**src/rtl/nrtt_pkg.sv**
```systemverilog
// Shared constants and types for the timer table.
// No dependencies; used by every module of the block.
`timescale 1ns / 1ps
`default_nettype none
package nrtt_pkg;
  localparam int TABLE_DEPTH = 16;
  localparam int IDX_W = $clog2(TABLE_DEPTH);
  localparam int CNT_W = $clog2(TABLE_DEPTH + 1);

  localparam logic [2:0] CMD_ADD     = 3'd0;
  localparam logic [2:0] CMD_RM_KEY  = 3'd1;
  localparam logic [2:0] CMD_RM_SLOT = 3'd2;
  localparam logic [2:0] CMD_CLEAR   = 3'd3;
  localparam logic [2:0] CMD_TICK    = 3'd4;

  localparam logic [1:0] KIND_ACK  = 2'd0;
  localparam logic [1:0] KIND_FIRE = 2'd1;
  localparam logic [1:0] KIND_DONE = 2'd2;

  localparam logic [16:0] FOREVER = 17'h1FFFF;
  localparam logic [47:0] MAX48   = 48'hFFFF_FFFF_FFFF;

  typedef struct packed {
    logic        due;     // now_ms >= deadline
    logic [47:0] reload;  // now_ms + interval, saturated
  } alu_res_t;
endpackage
`default_nettype wire

```
**src/rtl/nrtt_alu.sv**
```systemverilog
// Shared time unit: due compare and saturated deadline reload.
// Depends on nrtt_pkg.
`timescale 1ns / 1ps
`default_nettype none
module nrtt_alu (
  input  wire logic [47:0]       now_ms,
  input  wire logic [47:0]       deadline,
  input  wire logic [31:0]       interval,
  output nrtt_pkg::alu_res_t     res
);
  logic [48:0] sum;

  assign sum        = {1'b0, now_ms} + {17'd0, interval};
  assign res.due    = (now_ms >= deadline);
  assign res.reload = sum[48] ? nrtt_pkg::MAX48 : sum[47:0];
endmodule
`default_nettype wire

```
**src/rtl/named_repeating_timer_table.sv**
```systemverilog
// Top level of the keyed timer table: command sequencer and entry storage.
// Depends on nrtt_pkg and nrtt_alu.
//
// A command is taken when start is high and busy is low. Clear, an invalid add,
// a bad slot, a zero key for remove and unknown codes answer in the next cycle and
// leave busy low. Add, remove by key and remove by slot walk the table once; add
// uses the shared time unit. Tick walks it twice, once to count the timers that
// expire and once to fire, reload and compact. Results appear at most one per
// cycle on strobe and cannot be held off; the last one of a command carries last.
`timescale 1ns / 1ps
`default_nettype none
module named_repeating_timer_table (
  input  wire logic               clk,
  input  wire logic               rst,
  input  wire logic               start,
  output logic                    busy,
  input  wire logic [2:0]         command,
  input  wire logic [15:0]        key,
  input  wire logic [31:0]        payload,
  input  wire logic [47:0]        first_fire_ms,
  input  wire logic [47:0]        now_ms,
  input  wire logic [31:0]        interval,
  input  wire logic signed [16:0] repeat_count,
  input  wire logic [3:0]         slot_index,
  output logic                    strobe,
  output logic [1:0]              kind,
  output logic                    ok,
  output logic [15:0]             fired_key,
  output logic [31:0]             fired_payload,
  output logic [4:0]              entries_left,
  output logic                    last
);
  localparam int DEPTH = nrtt_pkg::TABLE_DEPTH;
  localparam int IW = nrtt_pkg::IDX_W;
  localparam int CW = nrtt_pkg::CNT_W;

  localparam logic [1:0] ST_IDLE  = 2'd0;
  localparam logic [1:0] ST_COUNT = 2'd1;
  localparam logic [1:0] ST_SCAN  = 2'd2;

  logic [1:0]  state;
  logic [2:0]  cmd_r;
  logic [15:0] key_r;
  logic [31:0] pay_r;
  logic [47:0] start_r;
  logic [47:0] now_r;
  logic [31:0] intv_r;
  logic [16:0] rc_r;
  logic [3:0]  slot_r;
  logic [CW-1:0] i, w, count, final_cnt;
  logic        found;

  logic [15:0] e_key [DEPTH];
  logic [31:0] e_pay [DEPTH];
  logic [31:0] e_int [DEPTH];
  logic [16:0] e_rem [DEPTH];
  logic [47:0] e_dl  [DEPTH];

  logic [15:0] rd_key;
  logic [31:0] rd_pay, rd_int;
  logic [16:0] rd_rem, rem_next;
  logic [47:0] rd_dl, alu_dl, add_dl;
  logic [31:0] alu_int;
  logic        in_range, add_valid, rc_ok, expire;
  nrtt_pkg::alu_res_t alu;

  assign rd_key = e_key[i[IW-1:0]];
  assign rd_pay = e_pay[i[IW-1:0]];
  assign rd_int = e_int[i[IW-1:0]];
  assign rd_rem = e_rem[i[IW-1:0]];
  assign rd_dl  = e_dl[i[IW-1:0]];

  assign in_range = (i < count);
  assign busy = (state != ST_IDLE);

  // Add borrows the unit to compare the first-fire time and build the default deadline.
  assign alu_dl  = (cmd_r == nrtt_pkg::CMD_ADD) ? start_r : rd_dl;
  assign alu_int = (cmd_r == nrtt_pkg::CMD_ADD) ? intv_r : rd_int;

  nrtt_alu u_alu (
    .now_ms   (now_r),
    .deadline (alu_dl),
    .interval (alu_int),
    .res      (alu)
  );

  assign add_dl   = ((start_r != 48'd0) && !alu.due) ? start_r : alu.reload;
  assign rem_next = (rd_rem == nrtt_pkg::FOREVER) ? rd_rem : rd_rem - 17'd1;
  assign expire   = alu.due && (rd_rem == 17'd1);

  assign rc_ok = (repeat_count != 17'sd0) &&
                 (!repeat_count[16] || (repeat_count == nrtt_pkg::FOREVER));
  assign add_valid = (key != 16'd0) && (payload != 32'd0) && (interval != 32'd0) && rc_ok;

  always_ff @(posedge clk) begin
    if (rst) begin
      state  <= ST_IDLE;
      count  <= '0;
      strobe <= 1'b0;
    end else begin
      strobe <= 1'b0;
      case (state)
        ST_IDLE: begin
          if (start) begin
            cmd_r   <= command;
            key_r   <= key;
            pay_r   <= payload;
            start_r <= first_fire_ms;
            now_r   <= now_ms;
            intv_r  <= interval;
            rc_r    <= repeat_count;
            slot_r  <= slot_index;
            i       <= '0;
            w       <= '0;
            found   <= 1'b0;
            final_cnt <= count;
            fired_key     <= '0;
            fired_payload <= '0;
            kind          <= nrtt_pkg::KIND_ACK;
            last          <= 1'b1;
            ok            <= 1'b0;
            entries_left  <= 5'(count);
            case (command)
              nrtt_pkg::CMD_ADD: begin
                if (add_valid) state <= ST_SCAN;
                else strobe <= 1'b1;
              end
              nrtt_pkg::CMD_RM_KEY: begin
                if (key != 16'd0) state <= ST_SCAN;
                else strobe <= 1'b1;
              end
              nrtt_pkg::CMD_RM_SLOT: begin
                if (CW'(slot_index) < count && 5'(slot_index) < 5'(count)) state <= ST_SCAN;
                else strobe <= 1'b1;
              end
              nrtt_pkg::CMD_CLEAR: begin
                strobe       <= 1'b1;
                ok           <= (count != '0);
                entries_left <= '0;
                count        <= '0;
              end
              nrtt_pkg::CMD_TICK: begin
                state <= ST_COUNT;
              end
              default: begin
                strobe <= 1'b1;
              end
            endcase
          end
        end

        ST_COUNT: begin
          if (in_range) begin
            if (expire) final_cnt <= final_cnt - CW'(1);
            i <= i + CW'(1);
          end else begin
            i     <= '0;
            state <= ST_SCAN;
          end
        end

        ST_SCAN: begin
          if (in_range) begin
            i <= i + CW'(1);
            case (cmd_r)
              nrtt_pkg::CMD_ADD: begin
                if (rd_key == key_r) begin
                  found <= 1'b1;
                  e_pay[i[IW-1:0]] <= pay_r;
                  e_int[i[IW-1:0]] <= intv_r;
                  e_rem[i[IW-1:0]] <= rc_r;
                  e_dl[i[IW-1:0]]  <= add_dl;
                end
              end
              nrtt_pkg::CMD_TICK: begin
                if (alu.due) begin
                  strobe        <= 1'b1;
                  kind          <= nrtt_pkg::KIND_FIRE;
                  ok            <= 1'b1;
                  last          <= 1'b0;
                  fired_key     <= rd_key;
                  fired_payload <= rd_pay;
                  entries_left  <= 5'(final_cnt);
                end
                if (!expire) begin
                  e_key[w[IW-1:0]] <= rd_key;
                  e_pay[w[IW-1:0]] <= rd_pay;
                  e_int[w[IW-1:0]] <= rd_int;
                  e_rem[w[IW-1:0]] <= alu.due ? rem_next : rd_rem;
                  e_dl[w[IW-1:0]]  <= alu.due ? alu.reload : rd_dl;
                  w <= w + CW'(1);
                end
              end
              default: begin
                // remove by key or by slot: drop one entry, shift the rest down
                if (!found && (((cmd_r == nrtt_pkg::CMD_RM_KEY) && (rd_key == key_r)) ||
                               ((cmd_r == nrtt_pkg::CMD_RM_SLOT) && (CW'(slot_r) == i)))) begin
                  found <= 1'b1;
                end else begin
                  e_key[w[IW-1:0]] <= rd_key;
                  e_pay[w[IW-1:0]] <= rd_pay;
                  e_int[w[IW-1:0]] <= rd_int;
                  e_rem[w[IW-1:0]] <= rd_rem;
                  e_dl[w[IW-1:0]]  <= rd_dl;
                  w <= w + CW'(1);
                end
              end
            endcase
          end else begin
            state         <= ST_IDLE;
            strobe        <= 1'b1;
            last          <= 1'b1;
            fired_key     <= '0;
            fired_payload <= '0;
            case (cmd_r)
              nrtt_pkg::CMD_ADD: begin
                kind <= nrtt_pkg::KIND_ACK;
                if (found) begin
                  ok           <= 1'b1;
                  entries_left <= 5'(count);
                end else if (count < CW'(DEPTH)) begin
                  e_key[count[IW-1:0]] <= key_r;
                  e_pay[count[IW-1:0]] <= pay_r;
                  e_int[count[IW-1:0]] <= intv_r;
                  e_rem[count[IW-1:0]] <= rc_r;
                  e_dl[count[IW-1:0]]  <= add_dl;
                  count        <= count + CW'(1);
                  ok           <= 1'b1;
                  entries_left <= 5'(count + CW'(1));
                end else begin
                  ok           <= 1'b0;
                  entries_left <= 5'(count);
                end
              end
              nrtt_pkg::CMD_TICK: begin
                kind         <= nrtt_pkg::KIND_DONE;
                ok           <= 1'b1;
                count        <= w;
                entries_left <= 5'(w);
              end
              default: begin
                kind         <= nrtt_pkg::KIND_ACK;
                ok           <= found;
                count        <= w;
                entries_left <= 5'(w);
              end
            endcase
          end
        end

        default: state <= ST_IDLE;
      endcase
    end
  end
endmodule
`default_nettype wire

```
**config.mk**
```make
export PLATFORM = sky130hd
export DESIGN_NAME = named_repeating_timer_table
export DESIGN_NICKNAME = d
export VERILOG_FILES = /design/src/rtl/nrtt_pkg.sv /design/src/rtl/nrtt_alu.sv /design/src/rtl/named_repeating_timer_table.sv
export SDC_FILE = /design/constraint.sdc
export NUM_CORES = 2
export LEC_CHECK = 0
export BUFFER_PORTS_ARGS = -buffer_cell sky130_fd_sc_hd__buf_2
export CORE_MARGIN = 3
export CORE_UTILIZATION = 40
export CTS_BUF_LIST = sky130_fd_sc_hd__clkbuf_2
export DETAILED_ROUTE_END_ITERATION = 16
export HOLD_SLACK_MARGIN = 0.15
export PLACE_DENSITY = 0.51
export SKIP_LAST_GASP = 1
export SLEW_MARGIN = 20
export SYNTH_ARGS = -nofsm -noshare
export SYNTH_HDL_FRONTEND = slang
export SYNTH_SLANG_ARGS = --single-unit
```
**constraint.sdc**
```tcl
create_clock -name clk -period 55.9 [get_ports clk]
set_input_delay 5.59 -clock clk [delete_from_list [all_inputs] [get_ports clk]]
set_output_delay 5.59 -clock clk [all_outputs]
set_load 0.01 [all_outputs]
```
## Word-level counts from Yosys, hierarchy flattened

Memories as Yosys holds them, arrays and structs flattened. A register that Yosys moved wholly into a read port is not among the register bits.
Cells that the tools add are included.

- Memory bits (writable): 2320
- Output and inout port bits: 59
- Bits in registers: 281
- Memories: 5
- Word-level logic and storage cells: 264

Memory list:

| name | depth | width | rd ports | clocked after memory_dff | wr ports | RTL line | text |
|---|---|---|---|---|---|---|---|
| e_dl | 16 | 48 | 1 | 1 | 1 | named_repeating_timer_table.sv:57 | `logic [47:0] e_dl [DEPTH];` |
| e_int | 16 | 32 | 1 | 1 | 1 | named_repeating_timer_table.sv:55 | `logic [31:0] e_int [DEPTH];` |
| e_pay | 16 | 32 | 1 | 1 | 1 | named_repeating_timer_table.sv:54 | `logic [31:0] e_pay [DEPTH];` |
| e_rem | 16 | 17 | 1 | 1 | 1 | named_repeating_timer_table.sv:56 | `logic [16:0] e_rem [DEPTH];` |
| e_key | 16 | 16 | 1 | 1 | 1 | named_repeating_timer_table.sv:53 | `logic [15:0] e_key [DEPTH];` |

- Bitwise operators: 6
- Magnitude comparators: 4
- Equality and inequality tests: 32
- Add/sub/neg operators: 6
- Reductions and logical operators: 45
- Multiplexer cells: 145

Operators by type and width:

| operator | number |
|---|---|
| 32-bit two-way mux | 11 |
| 48-bit two-way mux | 7 |
| 32-bit OR reduction | 4 |
| 16-bit two-way mux | 6 |
| 48-bit OR reduction | 2 |
| 5-bit two-way mux | 18 |
| 17-bit two-way mux | 5 |
| 32-bit one-hot mux with 2 select lines | 1 |
| 32-bit nonzero test | 2 |
| 4-bit two-way mux | 14 |
| 1-bit two-way mux | 55 |
| 5-bit one-hot mux with 2 select lines | 5 |
| 48-bit by 32-bit adder with 49-bit output | 1 |
| 48-bit >= comparator | 1 |
| 48-bit nonzero test | 1 |
| 17-bit == test, second input constant | 2 |
| 17-bit OR reduction | 2 |
| 16-bit one-hot mux with 2 select lines | 1 |
| 2-bit two-way mux | 11 |
| 3-bit inequality test, second input constant | 7 |
| 7-bit AND reduction | 3 |
| 17-bit by 1-bit == test with 1-bit output, second input constant | 1 |
| 17-bit nonzero test | 1 |
| 17-bit by 1-bit subtractor with 17-bit output, second input constant | 1 |
| other kinds (37) | 76 |

## Logic depth before layout (Yosys ltp)

- Depth in word-level cells: 14
- Depth in mapped cells: 30
- Depth with buffers taken out: 17

## By module

A second synthesis with hierarchy kept.

- Cell total of the unflattened synthesis: 5363
- Area total of the unflattened synthesis: 105870.3 um^2

By module, submodules not included:

| module | cells each | area an instance (um^2) | seq. area each (um^2) | times used |
|---|---|---|---|---|
| named_repeating_timer_table | 4851 | 102229.3 | 78104.9 | 1 |
| nrtt_alu | 512 | 3641.0 | 0.0 | 1 |

## Worst setup path before layout

OpenSTA, ideal clock, no wires.

- Kind: input-to-reg
- Start point: input rst
- End point: memory e_dl[10][0], enable pin
- Path buffers: 2
- Setup time: 0.939 ns
- Stages: 6
- Slack: 35.590 ns
- Data required time: 54.961 ns
- Arrival time: 19.370 ns
- Path through: clkbuf_1 -> nor4_1 -> a22oi_1 -> and2_1 -> clkbuf_1 -> nor4_1

- Cells in the longest elaborated chain, start to end: 6
- Elaborated cells between the ends (all ways): 15
- Classes of those cells: 12 x mux; 1 x bitwise; 2 x reduce/logical

Ends and longest elaborated chain:

| element | RTL line | text |
|---|---|---|
| start, declared | named_repeating_timer_table.sv:14 | `input wire logic rst,` |
| 1-bit two-way mux | named_repeating_timer_table.sv:96 | `if (rst) begin` |
| 1-bit two-way mux (on tied branches) | named_repeating_timer_table.sv:190, named_repeating_timer_table.sv:204 |  |
| 1-bit bitwise OR (no line) | - |  |
| 48-bit OR reduction (no line) | - |  |
| 4-bit two-way mux (no line) or 1-bit two-way mux (tied branches) (2 in series) | - |  |
| end, declared | named_repeating_timer_table.sv:57 |  |

Parallel ways exist; a longest one is shown, timed or not.

==> key figures <==
Placement
  – DP Area: 112000 sq um
  – GPL Wtd Cong: 0.828
  – Detail Placement HPWL: 171000 um
  – # port buffers: 261

Final layout
  – Area delta synth->final: 11.6%
  – Nets: 6542
  – # fillers: 23100
  – Area of the multi-input gates: 26500 sq um
  – Most common cell after layout, fill and taps aside: edfxtp_1
  – Finished Cell Area: 118000 sq um
  – Layout Utilization: 0.449
  – Commonest cells after routing, fill and taps aside: edfxtp_1 (2593), clkbuf_2 (962), mux4_2 (649)
  – Layout cells sized above 1: 0.333
  – Register area: 78100 sq um

Clocking
  – Post-CTS setup buffers: 0
  – CTS tree: yes
  – Sink Count: 2605
  – Clock buffer count from CTS: 678
  – CTS hold repair buffers: 0
  – Root Buffer Master: clkbuf_2
  – Clock transition at the registers of the reported paths: 0.11 ns
  – H-Tree Depth: 6
  – Max Buffers Root-to-Sink: 4
  – Clock Latency Late Sink: 2.08 ns
  – CTS resizes: 0

Route
  – Via/cell ratio: 5.64
  – DR WL/cell: 29.8 um
  – Drt pass-1 iters: 5
  – Metal3 WL: 17700 um
  – WL met2: 146000 um
  – Antenna Nets Post-Route: 0
  – DR top layer: met5
  – M1 wire length: 134000 um
  – Vias post-DR: 57600
  – WL final: 304000 um
  – DR iter-0 viols: 5432
  – DRC errors left: 0

Floorplan
  – I/O pins: 262
  – Row count: 188
  – Die area: 271000 sq um
  – Die height: 520 um
  – Initial Util: 0.403
  – Die width: 520 um
  – Core Area: 263000 sq um

Timing
  – Rel. slew slack: 0.256
  – Fin Setup TNS: 0 ns
  – Final hold vios: 0
  – Setup-failing EPs final: 0
  – Slew Limit Fails: 0
  – Period minus WS final: 11.88 ns
  – Tightest Pin Transition: 1.12 ns
  – RSZ-0062 raised after global routing: no
  – Peak Freq: 84.2 MHz
  – Hold slack: 0.582 ns
  – Tcrit/Tclk final: 0.213
  – Final clock skew: 0.196 ns

Critical path
  – Worst-path cell chain: buf_4, buf_12, buf_4, buf_4, mux4_2, mux4_2, mux2i_1, ha_1, and4_1, o21ai_0, or4_1, a311oi_1, nor4b_4, buf_4, nor3_2, nor2b_1, nor3b_1, o31ai_1, buf_4, nor4_2, buf_4, buf_4, buf_4
  – CP max FO: 129
  – CP peak stage delay: 0.98 ns
  – Worst EP arrival: 13.41 ns
  – Worst path bufs/invs: 9
  – Critical Path Source Type: flop
  – Family with the most delay on the worst path: buffers and inverters
  – WP data required: 57.43 ns
  – CP most frequent cell: buf_4
  – Worst setup EP type: flop
  – Critical path type: reg2reg
  – Worst-path cell with the longest stage delay: buf_4

GRT
  – Total track usage: 0.222
  – First-pass GRT wire length: 435000 um
  – Global route overflow: 0
  – Largest net degree at the start of global routing: 130
  – Initial antenna violation count: 9
  – Number of global-route vias before repair: 59500

Yosys
  – Post-synth net total: 5701
  – Cells after Synth: 5398
  – Synth top area cells: edfxtp_1 (74%), mux4_2 (14%), nand2_1 (1.6%), mux2i_1 (1.5%), ha_1 (1.2%)
  – Warnings from Yosys: 0
  – Ys async rst share: 0
  – Sequential share of the synthesized area: 0.738
  – Number of library cell types mapped by synthesis: 84
  – Yosys top cell area share: 0.736
  – Synthesized cell area: 106000 sq um
  – Mean post-synth cell area: 19.6 sq um
  – Register bit total from synthesis: 2605
  – Top_reg_cell synth: edfxtp_1
  – Synth area leader: edfxtp_1
  – Post-synth EDFFs: 2593

Min path
  – Worst hold start: state[1]
  – Hold Path Class: reg2reg

Run status
  – Outcome: finished clean

Power
  – Max IR drop VDD: 0.0202 mV
  – Power Dens Cells: 40.6 nW/um^2
  – PnR Total Power: 4.79 mW
  – Cell leakage power: 39.3 nW

Run
  – Max-cap viol count: 0
final timing paths:
path,end,slack (ns),depth (start not counted)
worst max-delay path,e_int[7][1],44.02,23
worst min-delay path,state[1],0.58,2
worst max register to register,e_int[7][1],44.02,23
worst min register to register,state[1],0.58,2
area by class of cell:
type                    count  share of cell area
flip-flops and latches   2605               0.662
multi-input cells        2472               0.224
clock buffers             962              0.0408
well taps                3515              0.0373
repair buffers            434              0.0234
clock inverters           178              0.0104
inverters                  48             0.00159
diodes                      3           0.0000636
cells by family (layout without fill, tap and decap cells):
family	count (synthesis)	after routing	share of synthesized area
AOI/OAI and AO/OA	462	462	0.0282
xor gates and xnor gates	70	70	0.00580
adders and majority gates	100	100	0.0119
buffers and inverters	321	1622	0.0139
DFF	2605	2605	0.738
muxes	844	844	0.157
other	0	3	0
and+or+nand+nor	996	996	0.0444
power by group:
part	leakage, nW	internal [mW]	total [mW]	switching, mW
Sequential	23.5	2.37	2.42	0.0445
Clock	4.57	0.533	1.31	0.782
Combinational	11.2	0.386	1.06	0.676
worst register-to-register path: stages (launching register included):
cell	delay (ns)
dfxtp_4	0.68
buf_4	0.84
buf_12	0.64
buf_4	1.27
buf_4	0.91
mux4_2	0.43
mux4_2	0.52
mux2i_1	0.16
ha_1	0.16
and4_1	0.20
o21ai_0	0.08
or4_1	0.45
a311oi_1	0.52
nor4b_4	0.10
buf_4	0.26
nor3_2	0.35
nor2b_1	0.24
nor3b_1	0.32
o31ai_1	0.13
buf_4	0.20
nor4_2	0.27
buf_4	0.70
buf_4	1.00
buf_4	0.93
layer usage:
| layer | up-vias | global-route usage |
|---|---|---|
| met5 | - | 0 |
| met4 | 10 | 0.0593 |
| met3 | 419 | 0.0358 |
| met2 | 2076 | 0.356 |
| met1 | 30800 | 0.318 |
| li1 | 24300 | - |
synthesized netlist by cell type (all sizes together), types with 29 or more instances:
master	instances
clkbuf	141
xnor2	45
nand4	39
a22oi	30
mux2	35
mux2i	158
nor2	156
inv	48
nand2	453
mux4	651
a21oi	127
a21o	29
buf	132
edfxtp	2593
nor3	32
ha	99
o21ai	111
nor4	68
and2	51
nand3	75
stage by stage:
step / setup WS, ns / std cells
global route: 43.50 / 10200
floorplan: 35.59 / 5398
CTS: 43.86 / 10200
finish: 44.02 / 10200
global placement: 44.14 / 9067
detailed placement: 43.99 / 9067
state kept, by name (all words and copies together), names as in the netlist, 16 cells and up, named ones only:
register / cells
e_dl: 768
e_int: 512
e_pay: 512
e_rem: 272
e_key: 256
now_r: 48
start_r: 48
fired_payload: 32
intv_r: 32
pay_r: 32
rc_r: 17
fired_key: 16
key_r: 16
Power figures use the tool's default switching activity.
